===== config.mk =====
export PLATFORM = sky130hd
export DESIGN_NAME = cctc_finish
export DESIGN_NICKNAME = d
export VERILOG_FILES = /design/src/rtl/cctc_pkg.sv /design/src/rtl/cctc_finish.sv
export SDC_FILE = /design/constraint.sdc
export NUM_CORES = 2
export LEC_CHECK = 0
export BUFFER_PORTS_ARGS = -buffer_cell sky130_fd_sc_hd__buf_2
export CAP_MARGIN = 20
export CORE_MARGIN = 2
export CORE_UTILIZATION = 30
export DETAILED_ROUTE_END_ITERATION = 8
export PLACE_DENSITY_LB_ADDON = 0.08
export SLEW_MARGIN = 20
export SYNTH_ARGS = -nofsm -noshare
export SYNTH_HDL_FRONTEND = slang
export SYNTH_SLANG_ARGS = --single-unit

===== constraint.sdc =====
create_clock -name clk_i -period 9.35 [get_ports clk_i]
set_clock_uncertainty 0.2 [all_clocks]
set_input_delay 0.935 -clock clk_i [delete_from_list [all_inputs] [get_ports clk_i]]
set_output_delay 0.935 -clock clk_i [all_outputs]
set_load 0.005 [all_outputs]

===== src/rtl/cctc_pkg.sv =====
// ----------------------------------------------------------------------------
// cctc_pkg
// Shared types and constants for the cycle count to timespec converter.
// ----------------------------------------------------------------------------
`default_nettype none

package cctc_pkg;

  localparam int unsigned SEC_CELLS  = 64;
  localparam int unsigned NS_CELLS   = 30;
  localparam int unsigned CFG_IDX_W  = 3;

  localparam logic [29:0] NS_PER_S    = 30'd1000000000;
  localparam logic [9:0]  NS_PER_US   = 10'd1000;
  // floor(x / 1000) == (x * MICRO_RECIP) >> MICRO_SHIFT for x < 2^30
  localparam logic [30:0] MICRO_RECIP = 31'd1099511628;
  localparam int unsigned MICRO_SHIFT = 40;

  localparam logic signed [31:0] NS_ONE = 32'sd1000000000;
  localparam logic signed [31:0] NS_TWO = 32'sd2000000000;

  localparam logic [CFG_IDX_W-1:0] REG_TB_EN     = 3'd0;
  localparam logic [CFG_IDX_W-1:0] REG_START     = 3'd1;
  localparam logic [CFG_IDX_W-1:0] REG_HZ        = 3'd2;
  localparam logic [CFG_IDX_W-1:0] REG_WALL_EN   = 3'd3;
  localparam logic [CFG_IDX_W-1:0] REG_WALL_S    = 3'd4;
  localparam logic [CFG_IDX_W-1:0] REG_WALL_NS   = 3'd5;

  typedef enum logic [1:0] {
    ST_OK      = 2'd0,
    ST_INVALID = 2'd1,
    ST_NOTSUP  = 2'd2
  } status_e;

  typedef enum logic [1:0] {
    KIND_MONO = 2'd0,
    KIND_REAL = 2'd1,
    KIND_ERR  = 2'd2
  } kind_e;

  typedef struct packed {
    kind_e       kind;
    status_e     status;
    logic        zero;
    logic [31:0] rem;
    logic [63:0] word;
    logic [63:0] sec;
  } stage_t;

endpackage

`default_nettype wire


===== src/rtl/cctc_finish.sv =====
// ----------------------------------------------------------------------------
// cctc_finish
// Adds the wall epoch, normalizes nanoseconds, derives microseconds and
// holds the output register.
// ----------------------------------------------------------------------------
`default_nettype none

module cctc_finish (
  input  wire logic                clk_i,
  input  wire logic                rst_ni,
  input  wire logic                en_i,
  input  wire logic                wall_en_i,
  input  wire logic [63:0]         wall_s_i,
  input  wire logic signed [30:0]  wall_ns_i,
  input  wire logic                valid_i,
  input  wire cctc_pkg::stage_t    stage_i,
  output logic                     valid_o,
  output logic [63:0]              sec_o,
  output logic [29:0]              ns_o,
  output logic [19:0]              us_o,
  output cctc_pkg::status_e        status_o
);

  // stage A: epoch add
  logic                 a_valid_q;
  cctc_pkg::status_e    a_status_q;
  logic [63:0]          a_sec_q;
  logic signed [31:0]   a_ns_q;
  logic [63:0]          a_sec_d;
  logic signed [31:0]   a_ns_d;
  logic [63:0]          sec_base;
  logic [29:0]          ns_base;
  logic                 use_wall;

  // stage B: normalize
  logic                 b_valid_q;
  cctc_pkg::status_e    b_status_q;
  logic [63:0]          b_sec_q;
  logic [29:0]          b_ns_q;
  logic signed [31:0]   b_ns_d;
  logic signed [2:0]    adj;

  // stage C: output
  logic                 c_valid_q;
  cctc_pkg::status_e    c_status_q;
  logic [63:0]          c_sec_q;
  logic [29:0]          c_ns_q;
  logic [19:0]          c_us_q;
  logic [60:0]          us_prod;

  always_comb begin
    sec_base = stage_i.zero ? 64'd0 : stage_i.sec;
    ns_base  = stage_i.zero ? 30'd0 : stage_i.word[29:0];
    use_wall = (stage_i.kind == cctc_pkg::KIND_REAL) && wall_en_i;
    if (stage_i.status != cctc_pkg::ST_OK) begin
      a_sec_d = 64'd0;
      a_ns_d  = 32'sd0;
    end else if (use_wall) begin
      a_sec_d = wall_s_i + sec_base;
      a_ns_d  = 32'(wall_ns_i) + $signed({2'b00, ns_base});
    end else begin
      a_sec_d = sec_base;
      a_ns_d  = $signed({2'b00, ns_base});
    end
  end

  always_comb begin
    priority if (a_ns_q >= cctc_pkg::NS_TWO) begin
      b_ns_d = a_ns_q - cctc_pkg::NS_TWO;
      adj    = 3'sd2;
    end else if (a_ns_q >= cctc_pkg::NS_ONE) begin
      b_ns_d = a_ns_q - cctc_pkg::NS_ONE;
      adj    = 3'sd1;
    end else if (a_ns_q < -cctc_pkg::NS_ONE) begin
      b_ns_d = a_ns_q + cctc_pkg::NS_TWO;
      adj    = -3'sd2;
    end else if (a_ns_q < 32'sd0) begin
      b_ns_d = a_ns_q + cctc_pkg::NS_ONE;
      adj    = -3'sd1;
    end else begin
      b_ns_d = a_ns_q;
      adj    = 3'sd0;
    end
  end

  assign us_prod = 61'(b_ns_q) * 61'(cctc_pkg::MICRO_RECIP);

  always_ff @(posedge clk_i or negedge rst_ni) begin
    if (!rst_ni) begin
      a_valid_q <= 1'b0;
      b_valid_q <= 1'b0;
      c_valid_q <= 1'b0;
    end else if (en_i) begin
      a_valid_q <= valid_i;
      b_valid_q <= a_valid_q;
      c_valid_q <= b_valid_q;
    end
  end

  always_ff @(posedge clk_i) begin
    if (en_i) begin
      a_status_q <= stage_i.status;
      a_sec_q    <= a_sec_d;
      a_ns_q     <= a_ns_d;
      b_status_q <= a_status_q;
      b_sec_q    <= a_sec_q + 64'($signed(adj));
      b_ns_q     <= b_ns_d[29:0];
      c_status_q <= b_status_q;
      c_sec_q    <= b_sec_q;
      c_ns_q     <= b_ns_q;
      c_us_q     <= us_prod[cctc_pkg::MICRO_SHIFT +: 20];
    end
  end

  assign valid_o  = c_valid_q;
  assign sec_o    = c_sec_q;
  assign ns_o     = c_ns_q;
  assign us_o     = c_us_q;
  assign status_o = c_status_q;

endmodule

`default_nettype wire


==> flow_metrics.tcl <==
set metrics [dict create \
    ys_seq_area_share_pct 26.46 \
    tns_ns 0 \
    synth_cell_types 89 \
    design.core.area_um2 117600 \
    max_freq_ghz 0.1164 \
    layout.area.seq_um2 9384 \
    async_flop_share_pct 0.9585 \
    globalRouteMet1Util_pct 26.26 \
    drt_pass1_iterations 5 \
    gp_congestion 0.8521 \
    cts_tree "built" \
    hp-class "reg2reg" \
    grtUsageTotal_pct 18.41 \
    rows 126 \
    htreeDepth 2 \
    vias 27150 \
    syn_area_um2 35470 \
    synth_seq_cells 313 \
    dp_hpwl_um 91390 \
    area_delta_synth_final_pct 13.49 \
    initial_utilization_pct 30.16 \
    cp_common_cell "fa_1" \
    multi_input_area_um2 23500 \
    first_iter_violations 1387 \
    die_area_um2 121000 \
    drt_drc_violations_left 0 \
    synth-compound-area-share_pct 15.20 \
    crit_fanout 10 \
    r2r_slack_ns 0.76 \
    grt_overflow 0 \
    synthXorXnorAreaFrac_pct 4.099 \
    synthTopCellsByCount "inv_1 (562), ha_1 (536), edfxtp_1 (310)" \
    synthDominantCellAreaShare_pct 26.25 \
    synth_edf_count 310 \
    clk_pin_slew_ns 0.06 \
    die_h_um 347.8 \
    slew_headroom_pct 35.51 \
    synthTopCellsByArea "edfxtp_1 (26%), ha_1 (19%), fa_1 (16%)" \
    setup_viol 0 \
    tightest_slew_ns 0.9591 \
    clock_sinks 313 \
    dieWidth_um 347.8 \
    grt.busiest_layer "met2" \
    post-place-ws_ns 0.6245 \
    synth.most_common_cell "inv_1" \
    critPathMaxStageDelay_ns 0.90 \
    vias_per_cell 4.900 \
    synth_top_family_by_area "adder cells" \
    maxSlewViolCount 0 \
    synth_mux_area_share_pct 0.4904 \
    synth.avg_cell_area_um2 9.609 \
    hold_viol_final 0 \
    num-fill-cells 12220 \
    setup_ws_ns 0.7575 \
    grt_max_degree 127 \
    critPathSlowestCell "edfxtp_1" \
    port_buffers 315 \
    rsz0062_at_grt "false" \
    hp-start "b_sec_q[13]$_DFFE_PP_" \
    synth_warnings 0 \
    dpl_cell_area_um2 38860 \
    worstHoldEndpoint "sec_o[13]$_DFFE_PP_" \
    fin_nets 5051 \
    r2r-end "us_o[17]$_DFFE_PP_" \
    numCtsBuffers 42 \
    wirelength_um 111200 \
    clock_latency_ns 0.63 \
    critical_path_class "reg2reg" \
    syn_nets 4771 \
    use_met3_pct 1.582 \
    grt_first_pass_wirelength_um 170100 \
    synth_simple_gate_area_share_pct 11.78 \
    io_pins 382 \
    antenna_found_initial 1 \
    ys.flop_type "edfxtp_1" \
    path_cells "ha_1 -> fa_1 -> fa_1 -> inv_1 -> fa_1 -> inv_1 -> fa_1 -> fa_1 -> fa_1 -> inv_1 -> fa_1 -> inv_1 -> ha_1 -> nand4_1 -> nor3_1 -> nand2_1 -> a211oi_1 -> a21oi_1 -> buf_4 -> o31ai_1 -> a31oi_1 -> o31ai_1 -> a21oi_1 -> xnor2_1" \
    worstHoldPathCells 0 \
    cts-root-buf "clkbuf_16" \
    outcome "complete, no violations" \
    detail-route-antenna-nets 0 \
    worst_ep_arrival_time_ns 8.78 \
    grt_pass1_vias 27960 \
    period_minus_slack_ns 8.592 \
    yosys.area_share.adder_pct 34.66 \
    wire_per_inst_um 20.07 \
    reg2reg_depth 24 \
    synth_cells 3691 \
    period_share_pct 91.90 \
    globalRouteMet2Util_pct 29.93 \
    stdcell_area_um2 40250 \
    final_util_pct 34.22 \
    r2r_start "b_ns_q[11]$_DFFE_PP_" \
    crit_required_ns 9.53 \
    drive_above_1_share_pct 11.66 \
    endpoint_kind "flip-flop" \
    worst_setup_path_start_kind "flip-flop" \
    cts_buffer_depth 3 \
    synth_area_leader_cell "edfxtp_1" \
    cap_violations 0 \
]
[cell usage in the layout, fill, tap and decap left out, types with 42 or more instances in the layout]
cell type	instances
xnor2_1	112
inv_1	562
nand2_1	271
o21ai_0	152
nor2b_1	118
buf_4	43
nor3_1	57
nand4_1	51
a21o_1	99
fa_1	279
nand3_1	73
a21oi_1	304
edfxtp_1	310
buf_2	313
ha_1	536
clkbuf_16	42
xor2_1	54
nor2_1	151
[kinds of logic (layout without fill, tap and decap cells)]
| logic type | count (synthesis) | in the layout |
|---|---|---|
| XOR/XNOR | 166 | 166 |
| adder cells (fa/ha/maj) | 815 | 815 |
| flip-flops | 313 | 313 |
| AND/OR/NAND/NOR | 849 | 849 |
| other | 0 | 1 |
| multiplexers | 17 | 17 |
| buffers and inverters | 686 | 999 |
| AO/OA/AOI/OAI | 845 | 845 |
[per-layer routing]
metal / vias to the layer above / share of wire [%]
li1: 13450 / -
met1: 13090 / 49
met2: 503 / 46
met3: 101 / 2.9
met4: 0 / 2.1
met5: - / 0
[stage by stage]
stage          cells  hold slack [ns]
6_report        5541           0.2093
5_1_grt         5541           0.2215
4_1_cts         5540           0.2115
3_5_place_dp    5462           0.2045
3_3_place_gp    5462           0.2022
2_1_floorplan   3691           0.2003
[what timing repair did]
| action | CTS | global route |
|---|---|---|
| hold endpoints to repair | 3 | 0 |
| buffers inserted | 0 | 0 |
| resized for setup | 0 | 0 |
| hold buffers | 1 | 0 |
[how the worst max path moves through the flow]
stage	from	to	depth (start not counted)	slack (ns)
2_1_floorplan	a_ns_q[11]$_SDFFCE_PP0P_	b_sec_q[38]$_DFFE_PP_	25	1.67
3_3_place_gp	b_ns_q[11]$_DFFE_PP_	us_o[17]$_DFFE_PP_	24	0.65
3_5_place_dp	b_ns_q[21]$_DFFE_PP_	us_o[17]$_DFFE_PP_	26	0.62
4_1_cts	b_ns_q[21]$_DFFE_PP_	us_o[17]$_DFFE_PP_	26	0.64
5_1_grt	b_ns_q[21]$_DFFE_PP_	us_o[17]$_DFFE_PP_	26	0.29
6_report	b_ns_q[11]$_DFFE_PP_	us_o[17]$_DFFE_PP_	24	0.76
[registers in the layout (all words and copies together), names as in the netlist, 20 cells and up]
register	flops
ns_o	30
us_o	20
a_sec_q	64
a_ns_q	32
b_ns_q	30
sec_o	64
b_sec_q	64
[worst max-delay path: cells and delay by family, from the launching register on]
family	cells	cell delay [ns]
compound gates	6	2.10
xor+xnor	1	0.15
fa+ha+maj	9	4.07
buf+inv	5	0.40
flops	1	0.90
simple gates	3	0.51
[final cells by class]
type,instances,share of cell area (%)
Antenna cell,1,0.006217
Timing Repair Buffer,360,4.856
Sequential cell,313,23.32
Tap cell,1536,4.775
Inverter,562,5.241
Multi-Input combinational cell,2692,58.40
Clock buffer,45,2.639
Clock inverter,32,0.7710
Power is not shown: default switching activity piles up to over one toggle a cycle in this logic, so the estimate is an artifact.
