`src/rtl/cctc_pkg.sv`:
```
// ----------------------------------------------------------------------------
// cctc_pkg
// Shared types and constants for the cycle count to timespec converter.
// ----------------------------------------------------------------------------
`default_nettype none

package cctc_pkg;

  localparam int unsigned SEC_CELLS  = 64;
  localparam int unsigned NS_CELLS   = 30;
  localparam int unsigned CFG_IDX_W  = 3;

  localparam logic [29:0] NS_PER_S    = 30'd1000000000;
  localparam logic [9:0]  NS_PER_US   = 10'd1000;
  // floor(x / 1000) == (x * MICRO_RECIP) >> MICRO_SHIFT for x < 2^30
  localparam logic [30:0] MICRO_RECIP = 31'd1099511628;
  localparam int unsigned MICRO_SHIFT = 40;

  localparam logic signed [31:0] NS_ONE = 32'sd1000000000;
  localparam logic signed [31:0] NS_TWO = 32'sd2000000000;

  localparam logic [CFG_IDX_W-1:0] REG_TB_EN     = 3'd0;
  localparam logic [CFG_IDX_W-1:0] REG_START     = 3'd1;
  localparam logic [CFG_IDX_W-1:0] REG_HZ        = 3'd2;
  localparam logic [CFG_IDX_W-1:0] REG_WALL_EN   = 3'd3;
  localparam logic [CFG_IDX_W-1:0] REG_WALL_S    = 3'd4;
  localparam logic [CFG_IDX_W-1:0] REG_WALL_NS   = 3'd5;

  typedef enum logic [1:0] {
    ST_OK      = 2'd0,
    ST_INVALID = 2'd1,
    ST_NOTSUP  = 2'd2
  } status_e;

  typedef enum logic [1:0] {
    KIND_MONO = 2'd0,
    KIND_REAL = 2'd1,
    KIND_ERR  = 2'd2
  } kind_e;

  typedef struct packed {
    kind_e       kind;
    status_e     status;
    logic        zero;
    logic [31:0] rem;
    logic [63:0] word;
    logic [63:0] sec;
  } stage_t;

endpackage

`default_nettype wire

```
`src/rtl/cctc_div_cell.sv`:
```
// ----------------------------------------------------------------------------
// cctc_div_cell
// One restoring-division step: shifts one dividend bit into the partial
// remainder and one quotient bit into the word, then registers the stage.
// ----------------------------------------------------------------------------
`default_nettype none

module cctc_div_cell (
  input  wire logic            clk_i,
  input  wire logic            rst_ni,
  input  wire logic            en_i,
  input  wire logic [31:0]     hz_i,
  input  wire logic            valid_i,
  input  wire cctc_pkg::stage_t stage_i,
  output logic                 valid_o,
  output cctc_pkg::stage_t     stage_o
);

  logic [32:0]      trial;
  logic [32:0]      diff;
  logic             ge;
  cctc_pkg::stage_t stage_d;
  cctc_pkg::stage_t stage_q;
  logic             valid_q;

  always_comb begin
    trial = {stage_i.rem, stage_i.word[63]};
    diff  = trial - {1'b0, hz_i};
    ge    = (trial >= {1'b0, hz_i});
    stage_d      = stage_i;
    stage_d.rem  = ge ? diff[31:0] : trial[31:0];
    stage_d.word = {stage_i.word[62:0], ge};
  end

  always_ff @(posedge clk_i or negedge rst_ni) begin
    if (!rst_ni) begin
      valid_q <= 1'b0;
    end else if (en_i) begin
      valid_q <= valid_i;
    end
  end

  always_ff @(posedge clk_i) begin
    if (en_i) begin
      stage_q <= stage_d;
    end
  end

  assign valid_o = valid_q;
  assign stage_o = stage_q;

endmodule

`default_nettype wire

```
`config.mk`:
```
export PLATFORM = sky130hd
export DESIGN_NAME = cctc_div_cell
export DESIGN_NICKNAME = d
export VERILOG_FILES = /design/src/rtl/cctc_pkg.sv /design/src/rtl/cctc_div_cell.sv
export SDC_FILE = /design/constraint.sdc
export NUM_CORES = 1
export LEC_CHECK = 0
export ABC_AREA = 1
export BUFFER_PORTS_ARGS = -buffer_cell sky130_fd_sc_hd__buf_4
export CORE_AREA = 2 2 142 144
export CTS_CLUSTER_DIAMETER = 50
export DETAILED_ROUTE_END_ITERATION = 8
export DIE_AREA = 0 0 144 146
export PLACE_DENSITY = 0.69
export SKIP_LAST_GASP = 1
export SYNTH_ARGS = -nofsm -noshare
export SYNTH_HDL_FRONTEND = slang
export SYNTH_SLANG_ARGS = --single-unit
```
`constraint.sdc`:
```
create_clock -name clk_i -period 0.8 [get_ports clk_i]
set_input_delay 0.16 -clock clk_i [delete_from_list [all_inputs] [get_ports clk_i]]
set_output_delay 0.16 -clock clk_i [all_outputs]
set_load 0.02 [all_outputs]
```
==> results of run 1 <==
-- cell usage after synthesis --
library cell	n	area (sq um)
dfrtp_1	1	25.0
a21o_1	2	15.0
nor3_1	6	30.0
buf_12	2	40.0
buf_6	1	11.3
nand4_1	3	18.8
inv_1	150	563
and2_1	8	50.1
a21oi_1	21	105
xnor2_1	1	8.76
nand3b_1	11	82.6
nand2_4	1	11.3
nor2_2	3	18.8
nand2_8	1	20.0
edfxtp_1	165	4950
nand3_1	56	280
mux2_2	1	11.3
nand2_2	3	18.8
nor3_2	3	30.0
nand2_1	274	1030
ha_1	32	400
xor2_1	13	114
o21ai_0	2	10.0
fa_1	1	20.0
nor2_1	34	128
nand3_2	11	110
buf_2	7	35.0
nor2_4	1	11.3
-- per-layer routing --
layer / wire, um / up-vias / track usage [%]
li1: - / 3990 / -
met1: 13800 / 4416 / 37.3
met2: 20700 / 609 / 55.3
met3: 3790 / 177 / 7.40
met4: 2850 / 0 / 16.2
met5: 0 / - / 0
-- area by class of cell --
class                      instances  area, sq um
timing repair buffer             653         6180
sequential                       166         4980
multi-input combinational        495         4000
fill                             866         2640
inverter                         150          581
clock buffer                      17          425
tap                              265          332
clock inverter                    15          186
antenna                            5         12.5
-- stage by stage --
stage / hold WS, ps / cells / util, %
floorplan: -136 / 814 / -
finish: 19.0 / 1766 / 86.4
global route: 30.4 / 1765 / 86.4
CTS: 11.1 / 1734 / 78.2
global placement: -64.4 / 1534 / 63.4
detailed placement: -63.0 / 1534 / 63.4
-- flip-flops by register name (all words and copies together) (netlist names) --
| register | flops |
|---|---|
| stage_o | 165 |
| valid_o | 1 |
-- logic make-up after synthesis --
family	count (synthesis)	share of synthesized area, %
xor+xnor	14	1.50
compound gates	25	1.60
fa+ha+maj	33	5.16
buf+inv	160	7.97
mux	1	0.138
simple gates	415	22.5
flops	166	61.1
-- worst min-delay path by stage --
stage | startpoint | endpoint | slack (ps) | cells past startpoint
after floorplan | rst_ni | valid_o | -140 | 0
after global placement | rst_ni | valid_o | -60 | 1
after detailed placement | rst_ni | valid_o | -60 | 1
after CTS | stage_i[158] | stage_o[159] | 10 | 3
after global routing | rst_ni | valid_o | 30 | 2
final | stage_i[157] | stage_o[158] | 20 | 3
-- repair_timing --
item	4_1_cts	5_1_grt
hold buffers	134	0
setup buffers	28	23
resized for setup	144	360
gates cloned	6	4
hold endpoints to repair	134	0
pin swaps	37	71
setup endpoints to repair	199	199
-- report_power, final --
group,total (mW),switching [mW],internal (mW)
clock network,8.72,4.22,4.50
registers,11.0,0.471,10.5
logic,9.66,4.94,4.72
==> run summary, run 1 <==
Run status: finished, violations left
Failing checks: negative setup slack
Pre-CTS setup slack: -1350 ps
Reg2Reg Setup Slack: 20 ps
Final period utilization: 195%
Die Y: 146 um
Arr. time, crit path: 1750 ps
Critical path's largest stage delay: 230 ps
Slew Viols, Final: 0
Final instance area: 0.0167 sq mm
Max Cap Viol: 0
Seq cells post-synth: 166
Least-Margin Pin Slew: 424 ps
Max VDD drop: 1600 uV
CTS buffer count: 17
Ys Warns: 0
Worst skew pair latency: 440 ps
Crit path buf inv count: 4
CP endpoint: stage_o[147]
Reg clk slew, reported paths: 80 ps
Worst endpoint required time: 990 ps
Std cell rows: 51
Fin crit period: 1560 ps
First-pass GRT wire length: 49.9 mm
Worst setup SP type: input pin
Remaining global-route overflow: 0
Die Area: 0.0210 sq mm
Nets: 1,717
Slew headroom: 71.7%
Final setup violation count: 199
Syn nets: 1,048
Reg2Reg Launch Point: valid_o
Setup crit start: hz_i[6]
RSZ-0062 raised after global routing: yes
WL final: 41.2 mm
Critical path capture point type: flip-flop
Antenna viol nets, final: 0
CP cell instances: buf_4, inv_2, ha_4, nand2_2, nand2_2, buf_4, inv_1, nand2_1, a21oi_1, nand2_2, nand2_1, nand3b_1, nand3_2, nand2_1
Ports: 367
Area Overhead vs Synth: 105%
Initial Util: 42.2%
PwrDens: 1760 mW/mm^2
Largest net degree at the start of global routing: 33
DRC errors left: 0
Initial DRC Count: 854
Core area: 0.0193 sq mm
CTS tree: built
Worst Path Max Fanout: 4
Drt via density: 5.20
Synthesized area per cell: 10.0 sq um
Synth cell types: 28
Tot Pwr: 29.4 mW
Most frequent cells in the layout: buf_4, buf_6, nand2_1, edfxtp_1, dlygate4sd3_1
Clock Sinks: 166
Crit path max-delay family: simple AND/OR/NAND/NOR gates
Global Route Usage Sum: 32.1%
Setup total negative slack: -82,580 ps
Hold crit path type: in2reg
CP Class: in2reg
Vias in the first global route: 8,691
Worst path slowest cell: ha_4
Routability cong.: 0.921
Initial antenna violation count: 2
Worst-case clock buffer depth: 2
Max Clock Freq: 642 MHz
Seq/Total Area, Yosys: 61.1%
Share of cells above drive strength 1: 57.0%
H-tree depth: 4
Pre-antenna DRT Iters: 5
Clock Skew: 0 ps
Wire per inst: 23.3 um
Total number of vias: 9,192
Placed cell areas: 0.0123 sq mm
Worst Slack Setup Final: -757 ps
Die width: 144 um
Hpwl dp: 22.5 mm
Static leakage power: 7.73 nW
Final Hold Vio Count: 0
I/O Buffers: 366
Levels on crit path: 14
CTS root buffer: clkbuf_16
Cells on worst reg2reg path: 1
Leading cell type in the layout, fill and taps excluded: buf_4
Critical R2R Capture: valid_o
Post-Syn Instances: 814
Post-synthesis cell area: 0.00815 sq mm
Power figures use the tool's default switching activity.
==> run 2: changes to the inputs <==
CORE_AREA = unset   (was 2 2 142 144)
CORE_MARGIN = 2   (was unset)
CORE_UTILIZATION = 30   (was unset)
DIE_AREA = unset   (was 0 0 144 146)
PLACE_DENSITY = 0.52   (was 0.69)
==> run 2 against run 1 <==
Against the previous run:
- worst setup slack improved by 44 ps
- the flow still finishes with violations (negative setup slack)
- largest cell class unchanged
- largest power group unchanged
- clock skew did not move
- hold slack improved by 20 ps
==> run summary, run 2 (same netlist as run 1, synthesis figures left out) <==
Setup total negative slack: -76,330 ps (+6240 ps)
Routability cong.: 0.882 (-4.2%)
H-tree depth: 4 (unchanged)
Largest net degree at the start of global routing: 48 (+45%)
Ports: 367 (unchanged)
Wire per inst: 17.8 um (-23%)
DRC errors left: 0 (unchanged)
Pre-antenna DRT Iters: 5 (unchanged)
Global Route Usage Sum: 21.5% (-11 points)
Max Clock Freq: 661 MHz (+2.9%)
RSZ-0062 raised after global routing: yes
I/O Buffers: 366 (unchanged)
Initial antenna violation count: 5 (+3)
Int Power: 19.2 mW (-3.0%)
First-pass GRT wire length: 46.0 mm (-7.9%)
Reg2Reg Launch Point: valid_o
CTS root buffer: clkbuf_16
Die Y: 169 um (+16%)
Die Area: 0.0285 sq mm (+36%)
Slew headroom: 78.7% (+7.0 points)
Remaining global-route overflow: 0 (unchanged)
Final Hold Vio Count: 0 (unchanged)
Sequential power share: 39.2% (+1.7 points)
Fin crit period: 1510 ps (-43.9 ps)
Max VDD drop: 1260 uV (-21%)
Worst hold stages: 3 (unchanged)
Max FFs per register: 165 (unchanged)
CP Class: in2reg
Share of cells above drive strength 1: 49.4% (-7.6 points)
Sw Ratio: 31.3% (-1.5 points)
Hold crit path type: in2reg
Core area: 0.0268 sq mm (+39%)
Clock Sinks: 166 (unchanged)
Worst endpoint required time: 990 ps (about the same)
Final setup violation count: 199 (unchanged)
Critical path capture point type: flip-flop
Clock Skew: 0 ps (unchanged)
Worst-case clock buffer depth: 2 (unchanged)
Total number of vias: 7,914 (-14%)
Leading cell type in the layout, fill and taps excluded: buf_4
PwrDens: 1750 mW/mm^2 (-0.36%)
Hold_sp: stage_i[153]
Switching Power: 8.73 mW (-9.4%)
Die width: 169 um (+17%)
Clock power frac: 29.9% (+0.2 points)
Hpwl dp: 23.7 mm (+5.3%)
Cells on worst reg2reg path: 1 (unchanged)
Std cell rows: 60 (+18%)
Worst hold slack: 39.5 ps (+20.5 ps)
Failing checks: negative setup slack
Max Cap Viol: 0 (unchanged)
Antenna viol nets, final: 0 (unchanged)
Least-Margin Pin Slew: 319 ps (-105 ps)
Slew Viols, Final: 0 (unchanged)
Final period utilization: 189% (-5.5 points)
Logic gate share of total power: 30.9% (-2.0 points)
WL final: 32.1 mm (-22%)
Area Overhead vs Synth: 95.1%
Vias in the first global route: 7,975 (-8.2%)
Worst skew pair latency: 420 ps (-20 ps)
Worst setup SP type: input pin
Final Util: 59.4% (-27 points)
Initial DRC Count: 458 (-46%)
Worst Path Max Fanout: 8 (+4)
Setup crit start: hz_i[30]
CTS buffer count: 17 (unchanged)
Arr. time, crit path: 1700 ps (-50 ps)
Reg clk slew, reported paths: 80 ps (about the same)
Worst Slack Setup Final: -713 ps (+43.9 ps)
Static leakage power: 7.40 nW (-4.2%)
Drt via density: 4.40 (-15%)
Run status: finished, violations left
CTS tree: built
Most frequent cells in the layout: buf_4, nand2_1, buf_6, edfxtp_1, dlygate4sd3_1
Initial Util: 30.4% (-12 points)
Nets: 1,675 (-2.4%)
==> run 2: worst paths after layout <==
path,endpoint,slack [ps]
max in group asynchronous,valid_o,630
hold / removal,stage_o[154],40
setup reg to reg,valid_o,20
setup / recovery,stage_o[152],-710
hold reg to reg,valid_o,540
min in group asynchronous,valid_o,80
==> run 2: cell type report <==
type                    count  area, sq um
well taps                 341          427
diodes                      3         7.51
clock inverters            14          156
repair buffers            618         5820
multi-input cells         488         3510
clock buffers              18          429
fillers                  2248        10900
inverters                 150          573
flip-flops and latches    166         4980
==> run 2: power by group through the flow <==
stage | sequential, mW | combinational [mW] | clock (mW)
floorplan | 12.0 | 2.06 | 0
global placement | 10.9 | 6.66 | 0
detailed placement | 10.9 | 6.71 | 0
CTS | 10.9 | 8.13 | 8.58
global route | 11.0 | 9.19 | 8.85
finish | 10.9 | 8.63 | 8.34
==> run 2: worst max-delay path: stages <==
cell	delay [ps]
buf_6	90
inv_4	50
ha_4	210
a21o_1	180
nand2_1	60
nand2_1	60
a21oi_2	110
nand2_1	90
nor2_4	250
nand2_8	130
clkbuf_16	200
nand3_2	60
nand2_1	50
==> run 2: metal layers <==
layer | vias up | GRT usage (%) | wire [um]
met5 | - | 0 | 26
met4 | 4 | 6.86 | 825
met3 | 41 | 4.12 | 1540
met2 | 250 | 40.4 | 17200
met1 | 3718 | 24.5 | 12500
li1 | 3901 | - | -
==> run 2: timing repair <==
action	in CTS	in global routing
hold buffers	134	0
buffers inserted	7	4
gates cloned	0	2
endpoints found under the setup margin	199	199
resized for setup	259	106
endpoints found under the hold margin	134	0
pin swaps	21	24
==> run 2: stage by stage <==
step	area, sq um	std cells	setup slack [ps]	total power [mW]
after floorplan	8480	814	-872	14.0
after global placement	12500	1616	-1280	17.6
after detailed placement	12500	1616	-1270	17.7
after CTS	15400	1789	-646	27.6
after global routing	15900	1798	-781	29.0
final	15900	1798	-713	27.9
